## src/rtl/scs_pkg.sv

```systemverilog
`default_nettype none

package scs_pkg;

    // Field widths.
    localparam int DelayW = 14;
    localparam int StepW  = 10;
    localparam int FuncW  = 8;
    localparam int AdcW   = 12;
    localparam int ModeW  = 4;
    localparam int CfgW   = 14;
    localparam int CfgIdxW = 2;

    // Pot scaling: delay = PotBase + adc * PotSpan / AdcFull.
    localparam int PotSpanW = 11;
    localparam int ProdW    = AdcW + PotSpanW;
    localparam logic [ProdW-1:0] PotSpan = ProdW'(1900);
    localparam logic [AdcW:0]    AdcFull = (AdcW + 1)'(4095);
    localparam logic [DelayW-1:0] PotBase = DelayW'(100);

    // Reset values and preset delays.
    localparam logic [DelayW-1:0] DefaultDelay = DelayW'(500);
    localparam logic [DelayW-1:0] PresetFast   = DelayW'(250);
    localparam logic [DelayW-1:0] PresetMid    = DelayW'(2000);
    localparam logic [DelayW-1:0] PresetSlow   = DelayW'(10000);
    localparam logic [StepW-1:0]  SlewStepRst  = StepW'(50);
    localparam logic [DelayW-1:0] MinTargetRst = DelayW'(50);
    localparam logic [DelayW-1:0] MaxTargetRst = DelayW'(4000);

    // Command codes.
    typedef enum logic [ModeW-1:0] {
        MODE_TICK      = 4'd0,
        MODE_SET_FUNC  = 4'd1,
        MODE_SOUND     = 4'd2,
        MODE_UP        = 4'd3,
        MODE_DOWN      = 4'd4,
        MODE_DEFAULT   = 4'd5,
        MODE_POT       = 4'd6,
        MODE_FAST      = 4'd7,
        MODE_MID       = 4'd8,
        MODE_SLOW      = 4'd9
    } mode_t;

    // Configuration register indexes.
    typedef enum logic [CfgIdxW-1:0] {
        CFG_SLEW_STEP  = 2'd0,
        CFG_MIN_TARGET = 2'd1,
        CFG_MAX_TARGET = 2'd2
    } cfg_idx_t;

    typedef struct packed {
        logic [DelayW-1:0] current_delay;
        logic [DelayW-1:0] target_delay;
        logic [FuncW-1:0]  active_function;
        logic              sound;
        logic              smoothing;
    } state_t;

    typedef struct packed {
        logic [StepW-1:0]  slew_step;
        logic [DelayW-1:0] min_target;
        logic [DelayW-1:0] max_target;
    } cfg_t;

endpackage

`default_nettype wire

```

## src/rtl/scs_update.sv

```systemverilog
`default_nettype none

module scs_update (
    input  scs_pkg::state_t               state,
    input  scs_pkg::cfg_t                 cfg,
    input  logic [scs_pkg::ModeW-1:0]     mode,
    input  logic [scs_pkg::FuncW-1:0]     value,
    input  logic [scs_pkg::ProdW-1:0]     pot_product,
    output scs_pkg::state_t               state_next,
    output logic                          changed
);
    import scs_pkg::*;

    logic [DelayW-1:0]   diff_up;
    logic [DelayW-1:0]   diff_down;
    logic [DelayW-1:0]   tick_delay;
    logic [DelayW-1:0]   halved;
    logic [DelayW-1:0]   halved_floor;
    logic [DelayW:0]     doubled;
    logic [DelayW-1:0]   doubled_cap;
    logic [PotSpanW-1:0] prod_hi;
    logic [AdcW:0]       prod_sum;
    logic [PotSpanW-1:0] pot_quot;
    logic [DelayW-1:0]   pot_delay;

    // One slew step toward the target, landing on it when the gap is small.
    assign diff_up   = state.target_delay - state.current_delay;
    assign diff_down = state.current_delay - state.target_delay;

    always_comb
    begin
        tick_delay = state.current_delay;
        if (state.current_delay < state.target_delay)
        begin
            if (diff_up <= DelayW'(cfg.slew_step))
                tick_delay = state.target_delay;
            else
                tick_delay = state.current_delay + DelayW'(cfg.slew_step);
        end
        else if (state.current_delay > state.target_delay)
        begin
            if (diff_down <= DelayW'(cfg.slew_step))
                tick_delay = state.target_delay;
            else
                tick_delay = state.current_delay - DelayW'(cfg.slew_step);
        end
    end

    // Halve with a floor, double with a cap.
    assign halved       = state.target_delay >> 1;
    assign halved_floor = (halved < cfg.min_target) ? cfg.min_target : halved;
    assign doubled      = {state.target_delay, 1'b0};
    assign doubled_cap  = (doubled > {1'b0, cfg.max_target}) ?
                          cfg.max_target : doubled[DelayW-1:0];

    // Division by 4095: with p = hi * 4096 + lo, p / 4095 is hi, plus one
    // when hi + lo reaches 4095 (the sum stays below twice the divisor).
    assign prod_hi   = pot_product[ProdW-1:AdcW];
    assign prod_sum  = (AdcW + 1)'(prod_hi) + {1'b0, pot_product[AdcW-1:0]};
    assign pot_quot  = prod_hi + PotSpanW'(prod_sum >= AdcFull);
    assign pot_delay = PotBase + DelayW'(pot_quot);

    // Command decode.
    always_comb
    begin
        state_next = state;
        changed    = 1'b0;
        case (mode)
            MODE_TICK:
            begin
                if (state.smoothing)
                    state_next.current_delay = tick_delay;
            end
            MODE_SET_FUNC:
            begin
                state_next.active_function = value;
                changed = 1'b1;
            end
            MODE_SOUND:
            begin
                state_next.sound = ~state.sound;
            end
            MODE_UP:
            begin
                state_next.target_delay = halved_floor;
                state_next.smoothing    = 1'b1;
            end
            MODE_DOWN:
            begin
                state_next.target_delay = doubled_cap;
                state_next.smoothing    = 1'b1;
            end
            MODE_DEFAULT:
            begin
                state_next.target_delay = DefaultDelay;
                state_next.smoothing    = 1'b1;
            end
            MODE_POT:
            begin
                state_next.current_delay = pot_delay;
                state_next.target_delay  = pot_delay;
                state_next.smoothing     = 1'b0;
            end
            MODE_FAST:
            begin
                state_next.target_delay = PresetFast;
                state_next.smoothing    = 1'b1;
            end
            MODE_MID:
            begin
                state_next.target_delay = PresetMid;
                state_next.smoothing    = 1'b1;
            end
            MODE_SLOW:
            begin
                state_next.target_delay = PresetSlow;
                state_next.smoothing    = 1'b1;
            end
            default:
            begin
                state_next = state;
            end
        endcase
    end

endmodule

`default_nettype wire

```

## src/rtl/speed_command_slew_controller.sv

```systemverilog
// Accepted items enter the command register, and a single decode and update
// stage writes the state and the result register. Throughput: one item per
// cycle while out_stall is low.
// Reset (rst_n, asynchronous, active low): both delays 500, function 0,
// sound and smoothing on, slew step 50, floor 50, cap 4000, pipeline empty.
`default_nettype none

module speed_command_slew_controller (
    input  logic                          clk,
    input  logic                          rst_n,
    input  logic                          in_valid,
    output logic                          in_stall,
    input  logic [scs_pkg::ModeW-1:0]     mode,
    input  logic [scs_pkg::FuncW-1:0]     value,
    input  logic [scs_pkg::AdcW-1:0]      adc_sample,
    output logic                          out_valid,
    input  logic                          out_stall,
    output logic [scs_pkg::DelayW-1:0]    current_delay,
    output logic [scs_pkg::DelayW-1:0]    target_delay,
    output logic [scs_pkg::FuncW-1:0]     active_function,
    output logic                          sound_enabled,
    output logic                          smoothing_enabled,
    output logic                          function_changed,
    input  logic                          cfg_we,
    input  logic [scs_pkg::CfgIdxW-1:0]   cfg_index,
    input  logic [scs_pkg::CfgW-1:0]      cfg_data
);
    import scs_pkg::*;

    cfg_t               cfg_reg;
    state_t             state_reg;
    state_t             state_next;
    logic               changed_next;

    logic               cmd_valid_reg;
    logic [ModeW-1:0]   cmd_mode_reg;
    logic [FuncW-1:0]   cmd_value_reg;
    logic [ProdW-1:0]   cmd_prod_reg;

    logic               res_valid_reg;
    state_t             res_state_reg;
    logic               res_changed_reg;

    logic               res_free;
    logic               cmd_advance;
    logic               cmd_free;

    // Pipeline flow: the result register frees when empty or being taken.
    assign res_free    = ~res_valid_reg | ~out_stall;
    assign cmd_advance = cmd_valid_reg & res_free;
    assign cmd_free    = ~cmd_valid_reg | res_free;
    assign in_stall    = ~cmd_free;

    // Configuration registers.
    always_ff @(posedge clk or negedge rst_n)
    begin
        if (!rst_n)
        begin
            cfg_reg.slew_step  <= SlewStepRst;
            cfg_reg.min_target <= MinTargetRst;
            cfg_reg.max_target <= MaxTargetRst;
        end
        else if (cfg_we)
        begin
            case (cfg_index)
                CFG_SLEW_STEP:  cfg_reg.slew_step  <= cfg_data[StepW-1:0];
                CFG_MIN_TARGET: cfg_reg.min_target <= cfg_data[DelayW-1:0];
                CFG_MAX_TARGET: cfg_reg.max_target <= cfg_data[DelayW-1:0];
                default:        cfg_reg <= cfg_reg;
            endcase
        end
    end

    // Command register; the pot product is formed on the way in.
    always_ff @(posedge clk or negedge rst_n)
    begin
        if (!rst_n)
            cmd_valid_reg <= 1'b0;
        else if (cmd_free)
            cmd_valid_reg <= in_valid;
    end

    always_ff @(posedge clk)
    begin
        if (cmd_free && in_valid)
        begin
            cmd_mode_reg  <= mode;
            cmd_value_reg <= value;
            cmd_prod_reg  <= ProdW'(adc_sample) * PotSpan;
        end
    end

    // Decode and state update.
    scs_update u_update (
        .state       (state_reg),
        .cfg         (cfg_reg),
        .mode        (cmd_mode_reg),
        .value       (cmd_value_reg),
        .pot_product (cmd_prod_reg),
        .state_next  (state_next),
        .changed     (changed_next)
    );

    // Controller state, updated as each item moves into the result register.
    always_ff @(posedge clk or negedge rst_n)
    begin
        if (!rst_n)
        begin
            state_reg.current_delay   <= DefaultDelay;
            state_reg.target_delay    <= DefaultDelay;
            state_reg.active_function <= '0;
            state_reg.sound           <= 1'b1;
            state_reg.smoothing       <= 1'b1;
        end
        else if (cmd_advance)
        begin
            state_reg <= state_next;
        end
    end

    // Result register.
    always_ff @(posedge clk or negedge rst_n)
    begin
        if (!rst_n)
            res_valid_reg <= 1'b0;
        else if (res_free)
            res_valid_reg <= cmd_valid_reg;
    end

    always_ff @(posedge clk)
    begin
        if (cmd_advance)
        begin
            res_state_reg   <= state_next;
            res_changed_reg <= changed_next;
        end
    end

    assign out_valid         = res_valid_reg;
    assign current_delay     = res_state_reg.current_delay;
    assign target_delay      = res_state_reg.target_delay;
    assign active_function   = res_state_reg.active_function;
    assign sound_enabled     = res_state_reg.sound;
    assign smoothing_enabled = res_state_reg.smoothing;
    assign function_changed  = res_changed_reg;

endmodule

`default_nettype wire

```

## config.mk

```make
export PLATFORM = sky130hd
export DESIGN_NAME = speed_command_slew_controller
export DESIGN_NICKNAME = d
export VERILOG_FILES = /design/src/rtl/scs_pkg.sv /design/src/rtl/scs_update.sv /design/src/rtl/speed_command_slew_controller.sv
export SDC_FILE = /design/constraint.sdc
export NUM_CORES = 1
export LEC_CHECK = 0
export ABC_AREA = 1
export BUFFER_PORTS_ARGS = -buffer_cell sky130_fd_sc_hd__clkbuf_2
export CORE_MARGIN = 2
export CORE_UTILIZATION = 55
export DETAILED_ROUTE_END_ITERATION = 8
export HOLD_SLACK_MARGIN = 0.12
export PLACE_DENSITY = 0.73
export SLEW_MARGIN = 10
export SYNTH_ARGS = -nofsm -noshare
export SYNTH_HDL_FRONTEND = slang
export SYNTH_SLANG_ARGS = --single-unit
export TNS_END_PERCENT = 1
```

## constraint.sdc

```tcl
create_clock -name clk -period 9.66 [get_ports clk]
set_clock_uncertainty 0.2 [all_clocks]
set_input_delay 0.966 -clock clk [delete_from_list [all_inputs] [get_ports clk]]
set_output_delay 0.966 -clock clk [all_outputs]
set_load 0.05 [all_outputs]
```

==> results.py, run 1 <==
metrics = {
    "global_routing": {
        "grt_max_degree": 74,
        "antenna_found_initial": 0,
        "grt_overflow_total": 0,
        "grt_pass1_wl_um": 61500,
        "grt_use_total_pct": 30.6,
        "grt_pass1_vias": 11472,
    },
    "synth": {
        "yosysWarnings": 0,
        "yosys-top-cells-area": "edfxtp_1 16%, ha_1 14%, nand2_1 12%",
        "synth_top_flop_cell": "edfxtp_1",
        "yosysTopAreaCell": "edfxtp_1",
        "synth.avg_cell_area_sq_um": 7.87,
        "syn-num-nets": 1979,
        "synth-edff-count": 72,
        "ys_async_sr_fraction_pct": 52.0,
        "synth_cells": 1727,
        "seq_area_frac_synth_pct": 30.5,
        "synth_cell_type_count": 49,
        "synth.cell_area_sq_um": 13600,
        "synth_top_area_share_pct": 15.9,
        "yosys_register_bits": 150,
    },
    "setup_path": {
        "path_cells": "clkbuf_2 > fa_1 > inv_1 > fa_1 > fa_1 > inv_1 > fa_1 > ha_1 > nand2_1 > o21ai_0 > a21oi_1 > nand2_1 > nand2_1 > nand2_1 > a21oi_1 > o21ai_0 > nand2_1 > nand2_1 > nand2_1 > nand2_1 > xnor2_1",
        "criticalPathCategory": "input pin to flop",
        "crit_fanout": 5,
        "r2r_start": "cmd_prod_reg[14]",
        "rr_endpoint": "target_delay[6]",
        "crit_slowest_cell": "fa_1",
        "cp.depth": 21,
        "worstPathArrival_ns": 4.95,
        "end_kind": "flop",
        "path_common_cell": "nand2_1",
        "crit_required_ns": 9.64,
        "startpoint": "adc_sample[0]",
        "crit_family": "adder cells",
        "critPathMaxStageDelay_ns": 0.54,
        "r2r_setup_slack_ns": 4.82,
        "start_kind": "input pin",
        "ff2ff_path_depth": 21,
        "crit_buf_inv": 3,
        "endpoint": "cmd_prod_reg[22]",
    },
    "route": {
        "wl_um": 38600,
        "highest_layer": "met4",
        "dr_wl_met2_um": 17600,
        "final_antenna_net_count": 0,
        "drc": 0,
        "met1_length_um": 16700,
        "wl_per_cell_um": 18.1,
        "route.met3.wl_um": 2990,
        "drtIter0Drc": 1125,
        "vias_per_cell": 5.58,
        "drtPass1Iterations": 6,
        "routed-via-count": 11883,
    },
    "die": {
        "rows": 57,
        "die_w_um": 161,
        "start_util_pct": 55.9,
        "coreArea_sq_um": 24300,
        "ios": 86,
        "die_h_um": 161,
        "dieArea_sq_um": 26000,
    },
    "timing": {
        "slew_viol_final": 0,
        "tns_ns": 0,
        "fmax_ghz": 0.201,
        "tightestPinTransition_ns": 1.15,
        "rsz0062_at_grt": "false",
        "post-route-period-util_pct": 51.4,
        "hold_ws_ns": 0.277,
        "setup_violations": 0,
        "fin_crit_ns": 4.96,
        "slew_headroom_pct": 23.3,
        "hold_viol": 0,
    },
    "final_layout": {
        "area_growth_pct": 9.11,
        "nFillCells": 2232,
        "final_common_cell": "nand2_1",
        "layout-drive-gt1-share_pct": 11.1,
        "fin_cells": 2130,
        "fin_nets": 2045,
        "n_antenna_cell": 0,
        "layout_common_cells": "437 x nand2_1, 276 x inv_1, 155 x ha_1",
    },
    "place": {
        "dp.cells": 2098,
        "hpwl_um": 31000,
        "io_buffers": 85,
        "routabilityCongestion": 0.991,
    },
    "run_status": {
        "status": "completed",
    },
    "cts": {
        "clk_pin_slew_ns": 0.07,
        "htree_levels": 4,
        "clock_sinks": 150,
        "cts_setup_buffers": 0,
        "numCtsBuffers": 17,
        "root_buffer": "clkbuf_16",
        "cts_resized": 0,
        "cts_buffer_depth": 2,
        "cts_tree": "yes",
        "clk_latency_ns": 0.44,
        "cts_hold_buf": 0,
    },
    "run": {
        "maxCapViolCount": 0,
    },
    "min_path": {
        "min-delay-path-class": "input pin to asynchronous set/reset pin",
    },
}
[synth_stat cells, types with 4 or more instances]
cell type	instances
nand3_1	94
o21ai_0	131
o21bai_1	5
nand2_2	20
nor2_1	58
xnor2_1	17
dfstp_2	26
o211ai_1	5
fa_1	52
nand4_1	40
inv_2	9
ha_1	155
xor2_1	46
o2111ai_1	4
inv_1	276
a31oi_1	10
a21oi_1	119
nand2_1	437
buf_6	7
dfrtp_1	52
edfxtp_1	72
nor2_4	4
nor3_1	11
buf_2	9
clkbuf_1	21
o211ai_2	5
[metrics by stage]
stage                     area (sq um)  setup WS (ns)  util, %
after floorplan                  13600           4.70        -
after global placement           14200           4.36     58.4
after detailed placement         14200           4.25     58.4
after CTS                        14800           4.70     61.0
after global routing             14800           4.26     61.0
final                            14800           4.70     61.0
[final cells by class]
cell class | count | area [sq um] | area share, %
sequential | 150 | 4150 | 28.0
tap | 324 | 405 | 2.73
inverter | 290 | 1090 | 7.38
clock buffer | 18 | 450 | 3.04
clock inverter | 14 | 180 | 1.22
timing repair buffer | 91 | 473 | 3.19
multi-input combinational | 1243 | 8080 | 54.5
[logic make-up after synthesis]
kind of cell / after synthesis / synth area share, %
and+or+nand+nor: 677 / 21.5
buffers and inverters: 334 / 10.0
AOI/OAI and AO/OA: 296 / 12.0
adders and majority gates: 207 / 21.9
DFF: 150 / 30.5
xor gates and xnor gates: 63 / 4.06
[metal layers]
metal | GRT usage (%) | vias up
li1 | - | 5776
met4 | 10.9 | 0
met1 | 42.0 | 5547
met5 | 0 | -
met2 | 49.4 | 472
met3 | 5.01 | 88
[how the worst min path moves through the flow]
stage,start,endpoint,slack [ns],depth (start not counted)
2_1_floorplan,cmd_valid_reg,out_valid,0.25,2
3_3_place_gp,cmd_valid_reg,out_valid,0.26,2
3_5_place_dp,cmd_valid_reg,out_valid,0.28,2
4_1_cts,rst_n,cfg_reg[1],0.29,1
5_1_grt,rst_n,cfg_reg[16],0.31,1
6_report,rst_n,cfg_reg[16],0.28,1
Power of run 1 is left out: the tool's default activity adds up to more than one toggle a clock period on the data nets, which glitch-free logic cannot reach.
==> run 2: changes to the inputs <==
--- a/config.mk
+++ b/config.mk
@@ -5,13 +5,13 @@
 export SDC_FILE = /design/constraint.sdc
 export NUM_CORES = 1
 export LEC_CHECK = 0
-export ABC_AREA = 1
+export ABC_AREA = 0
 export BUFFER_PORTS_ARGS = -buffer_cell sky130_fd_sc_hd__clkbuf_2
 export CORE_MARGIN = 2
 export CORE_UTILIZATION = 55
 export DETAILED_ROUTE_END_ITERATION = 8
 export HOLD_SLACK_MARGIN = 0.12
-export PLACE_DENSITY = 0.73
+export PLACE_DENSITY = 0.76
 export SLEW_MARGIN = 10
 export SYNTH_ARGS = -nofsm -noshare
 export SYNTH_HDL_FRONTEND = slang
==> constraint.sdc (replaced) <==
create_clock -name clk -period 4.34 [get_ports clk]
set_clock_uncertainty 0.2 [all_clocks]
set_input_delay 0.434 -clock clk [delete_from_list [all_inputs] [get_ports clk]]
set_output_delay 0.434 -clock clk [all_outputs]
set_load 0.05 [all_outputs]
==> results.py, run 2 <==
metrics = {
    "setup_path": {
        "r2r_setup_slack_ns": -0.29,
        "criticalPathCategory": "flop to flop",
        "crit_buf_inv": 5,
        "crit_family": "simple AND/OR/NAND/NOR gates",
        "path_common_cell": "a21o_1",
        "crit_fanout": 3,
        "start_kind": "flop",
        "crit_slowest_cell": "edfxtp_1",
        "crit_required_ns": 4.29,
        "end_kind": "flop",
        "critPathMaxStageDelay_ns": 0.40,
        "worstPathArrival_ns": 4.58,
    },
    "die": {
        "ios": 86,
        "die_h_um": 159,
        "coreArea_sq_um": 23600,
        "rows": 56,
        "dieArea_sq_um": 25400,
        "start_util_pct": 56.3,
        "die_w_um": 159,
    },
    "synth": {
        "synth.cell_area_sq_um": 13300,
        "yosysWarnings": 0,
        "synth_top_flop_cell": "edfxtp_1",
        "synth-edff-count": 72,
        "seq_area_frac_synth_pct": 31.2,
        "synth_cells": 1382,
        "syn-num-nets": 1634,
        "synth_cell_type_count": 80,
        "ys_async_sr_fraction_pct": 52.0,
        "synth_top_area_share_pct": 16.3,
        "synth_most_common_cell": "ha_1",
        "yosys-top-cells-area": "edfxtp_1 16%, ha_1 15%, dfrtp_1 9.8%",
        "yosysTopAreaCell": "edfxtp_1",
        "yosys_register_bits": 150,
        "synth.avg_cell_area_sq_um": 9.62,
        "synth_common_cells": "155 x ha_1, 135 x inv_1, 104 x nand2_1",
    },
    "cts": {
        "htree_levels": 4,
        "numCtsBuffers": 17,
        "clk_pin_slew_ns": 0.07,
        "cts_buffer_depth": 2,
        "clock_sinks": 150,
        "cts_tree": "yes",
        "clk_latency_ns": 0.44,
        "root_buffer": "clkbuf_16",
    },
    "route": {
        "drtIter0Drc": 1127,
        "routed-via-count": 12036,
        "vias_per_cell": 6.00,
        "drc": 0,
        "wl_per_cell_um": 20.6,
        "final_antenna_net_count": 0,
        "wl_um": 41300,
        "drtPass1Iterations": 8,
    },
    "timing": {
        "setup_ws_ns": -0.292,
        "setup_violations": 38,
        "fin_crit_ns": 4.63,
        "slew_viol_final": 0,
        "fmax_ghz": 0.216,
        "rsz0062_at_grt": "true",
        "hold_viol": 0,
        "tightestPinTransition_ns": 1.10,
        "slew_headroom_pct": 26.0,
        "post-route-period-util_pct": 107,
    },
    "final_layout": {
        "n_antenna_cell": 0,
        "area_growth_pct": 25.9,
        "final_common_cell": "buf_4",
        "fin_nets": 1927,
        "post-route-cell-area_sq_um": 16700,
        "layout-drive-gt1-share_pct": 28.4,
        "layout_common_cells": "205 x buf_4, 150 x ha_1, 131 x inv_1",
        "nFillCells": 1778,
    },
    "power_and_ir_drop": {
        "pwr-share-seq_pct": 17.9,
        "p_sw_share_pct": 46.0,
        "leakage_uw": 0.00782,
        "p_int_uw": 7150,
        "comb_power_share_pct": 70.5,
        "power_switching_uw": 6090,
        "p_clk_share_pct": 11.6,
        "ir_drop_mv": 0.417,
        "power_density_nw_per_um2": 791,
    },
    "place": {
        "io_buffers": 85,
        "place_area_sq_um": 15400,
        "hpwl_um": 31500,
        "dp_worst_setup_slack_ns": -0.577,
        "routabilityCongestion": 1.01,
    },
    "global_routing": {
        "grt_max_degree": 51,
        "grt_overflow_total": 0,
        "grt_use_total_pct": 32.4,
        "antenna_found_initial": 0,
        "grt_pass1_wl_um": 64500,
        "grt_pass1_vias": 11906,
    },
    "run_status": {
        "violations": "setup timing",
        "status": "finished with violations",
    },
    "run": {
        "maxCapViolCount": 0,
    },
    "min_path": {
        "min-delay-path-class": "input pin to flop",
    },
}
-- run 2: changes by cell type after synthesis, moves of 23 or more --
cell and change:
a21o_1 +26, a21oi_1 -30, mux2_2 +41, nand3_1 -71
mux2i_1 +33, o21ai_0 -58, inv_1 -141, nand2_1 -333
xnor2_1 +33, nand4_1 -28, nor2_1 +43, xor2_1 -23
-- run 2: kinds of logic after synthesis --
kind of cell	count (synthesis)	share of synthesized area, %
compound gates	343	17.4
xor+xnor	73	4.81
fa+ha+maj	207	22.4
buf+inv	182	5.48
flops	150	31.2
mux	75	6.07
simple gates	352	12.6
-- run 2: path summary, 6_finish.rpt --
check / start / end / cells past startpoint
hold / removal: cfg_data[7] / cfg_reg[35] / 3
setup / recovery: cmd_prod_reg[14] / current_delay[10] / 26
min in group asynchronous: rst_n / cfg_reg[17] / 2
setup reg to reg: cmd_prod_reg[14] / current_delay[10] / 26
max in group asynchronous: rst_n / state_reg[26] / 3
hold reg to reg: state_reg[5] / state_reg[5] / 2
-- run 2: worst reg2reg max path, cell delays in order, from the launching register on --
cell and delay, ns:
edfxtp_1 0.40, ha_2 0.21, inv_2 0.04, fa_2 0.34, nor2b_1 0.13, o21ai_1 0.07
nand2b_1 0.10, a21o_1 0.13, a21o_1 0.13, a21o_1 0.13, a21oi_1 0.06, nor2b_1 0.12
o21ai_1 0.09, o31ai_2 0.07, ha_2 0.25, buf_6 0.11, nand2_4 0.06, buf_6 0.14
nor4_4 0.28, xnor2_2 0.14, buf_4 0.17, nor4_4 0.30, xor2_1 0.17, buf_4 0.16
nor2_2 0.05, a21oi_1 0.14, o211ai_1 0.16
-- run 2: power by group through the flow --
stage	clock network [uW]	logic (uW)	registers, uW
2_1_floorplan	0	5230	2590
4_1_cts	1560	8930	2350
3_3_place_gp	0	8340	2350
6_report	1540	9330	2370
3_5_place_dp	0	8530	2360
5_1_grt	1610	10100	2400
-- run 2: layer usage --
layer | track usage, % | part of all wire [%] | vias up
met4 | 11.2 | 3.3 | 0
met2 | 52.6 | 47 | 566
met1 | 43.7 | 42 | 5845
met5 | 0 | 0 | -
li1 | - | - | 5515
met3 | 6.02 | 7.5 | 110
-- run 2: stage by stage --
step | TNS, ns | power (uW) | std cells | hold WS (ns) | util [%]
floorplan | -1.23 | 7820 | 1382 | -0.0616 | -
global placement | -11.22 | 10700 | 1939 | 0.254 | 65.3
detailed placement | -14.78 | 10900 | 1939 | 0.268 | 65.3
CTS | -3.87 | 12800 | 2006 | 0.131 | 70.2
global route | -12.97 | 14200 | 2007 | 0.153 | 70.9
finish | -5.16 | 13200 | 2007 | 0.147 | 70.9
-- run 2: area by class of cell --
class	instances	area (sq um)	area share, %
tap	319	399	2.38
clock buffer	20	467	2.79
inverter	135	507	3.03
multi-input combinational	1050	8810	52.6
timing repair buffer	321	2280	13.6
sequential	150	4150	24.8
clock inverter	12	129	0.770
-- run 2: what timing repair did --
action | in CTS | in global routing
resized for setup | 57 | 42
setup endpoints to repair | 47 | 51
pin swaps | 30 | 25
setup buffers | 7 | 1
endpoints found under the hold margin | 78 | 0
hold buffers | 29 | 0
Power figures use the tool's default switching activity.
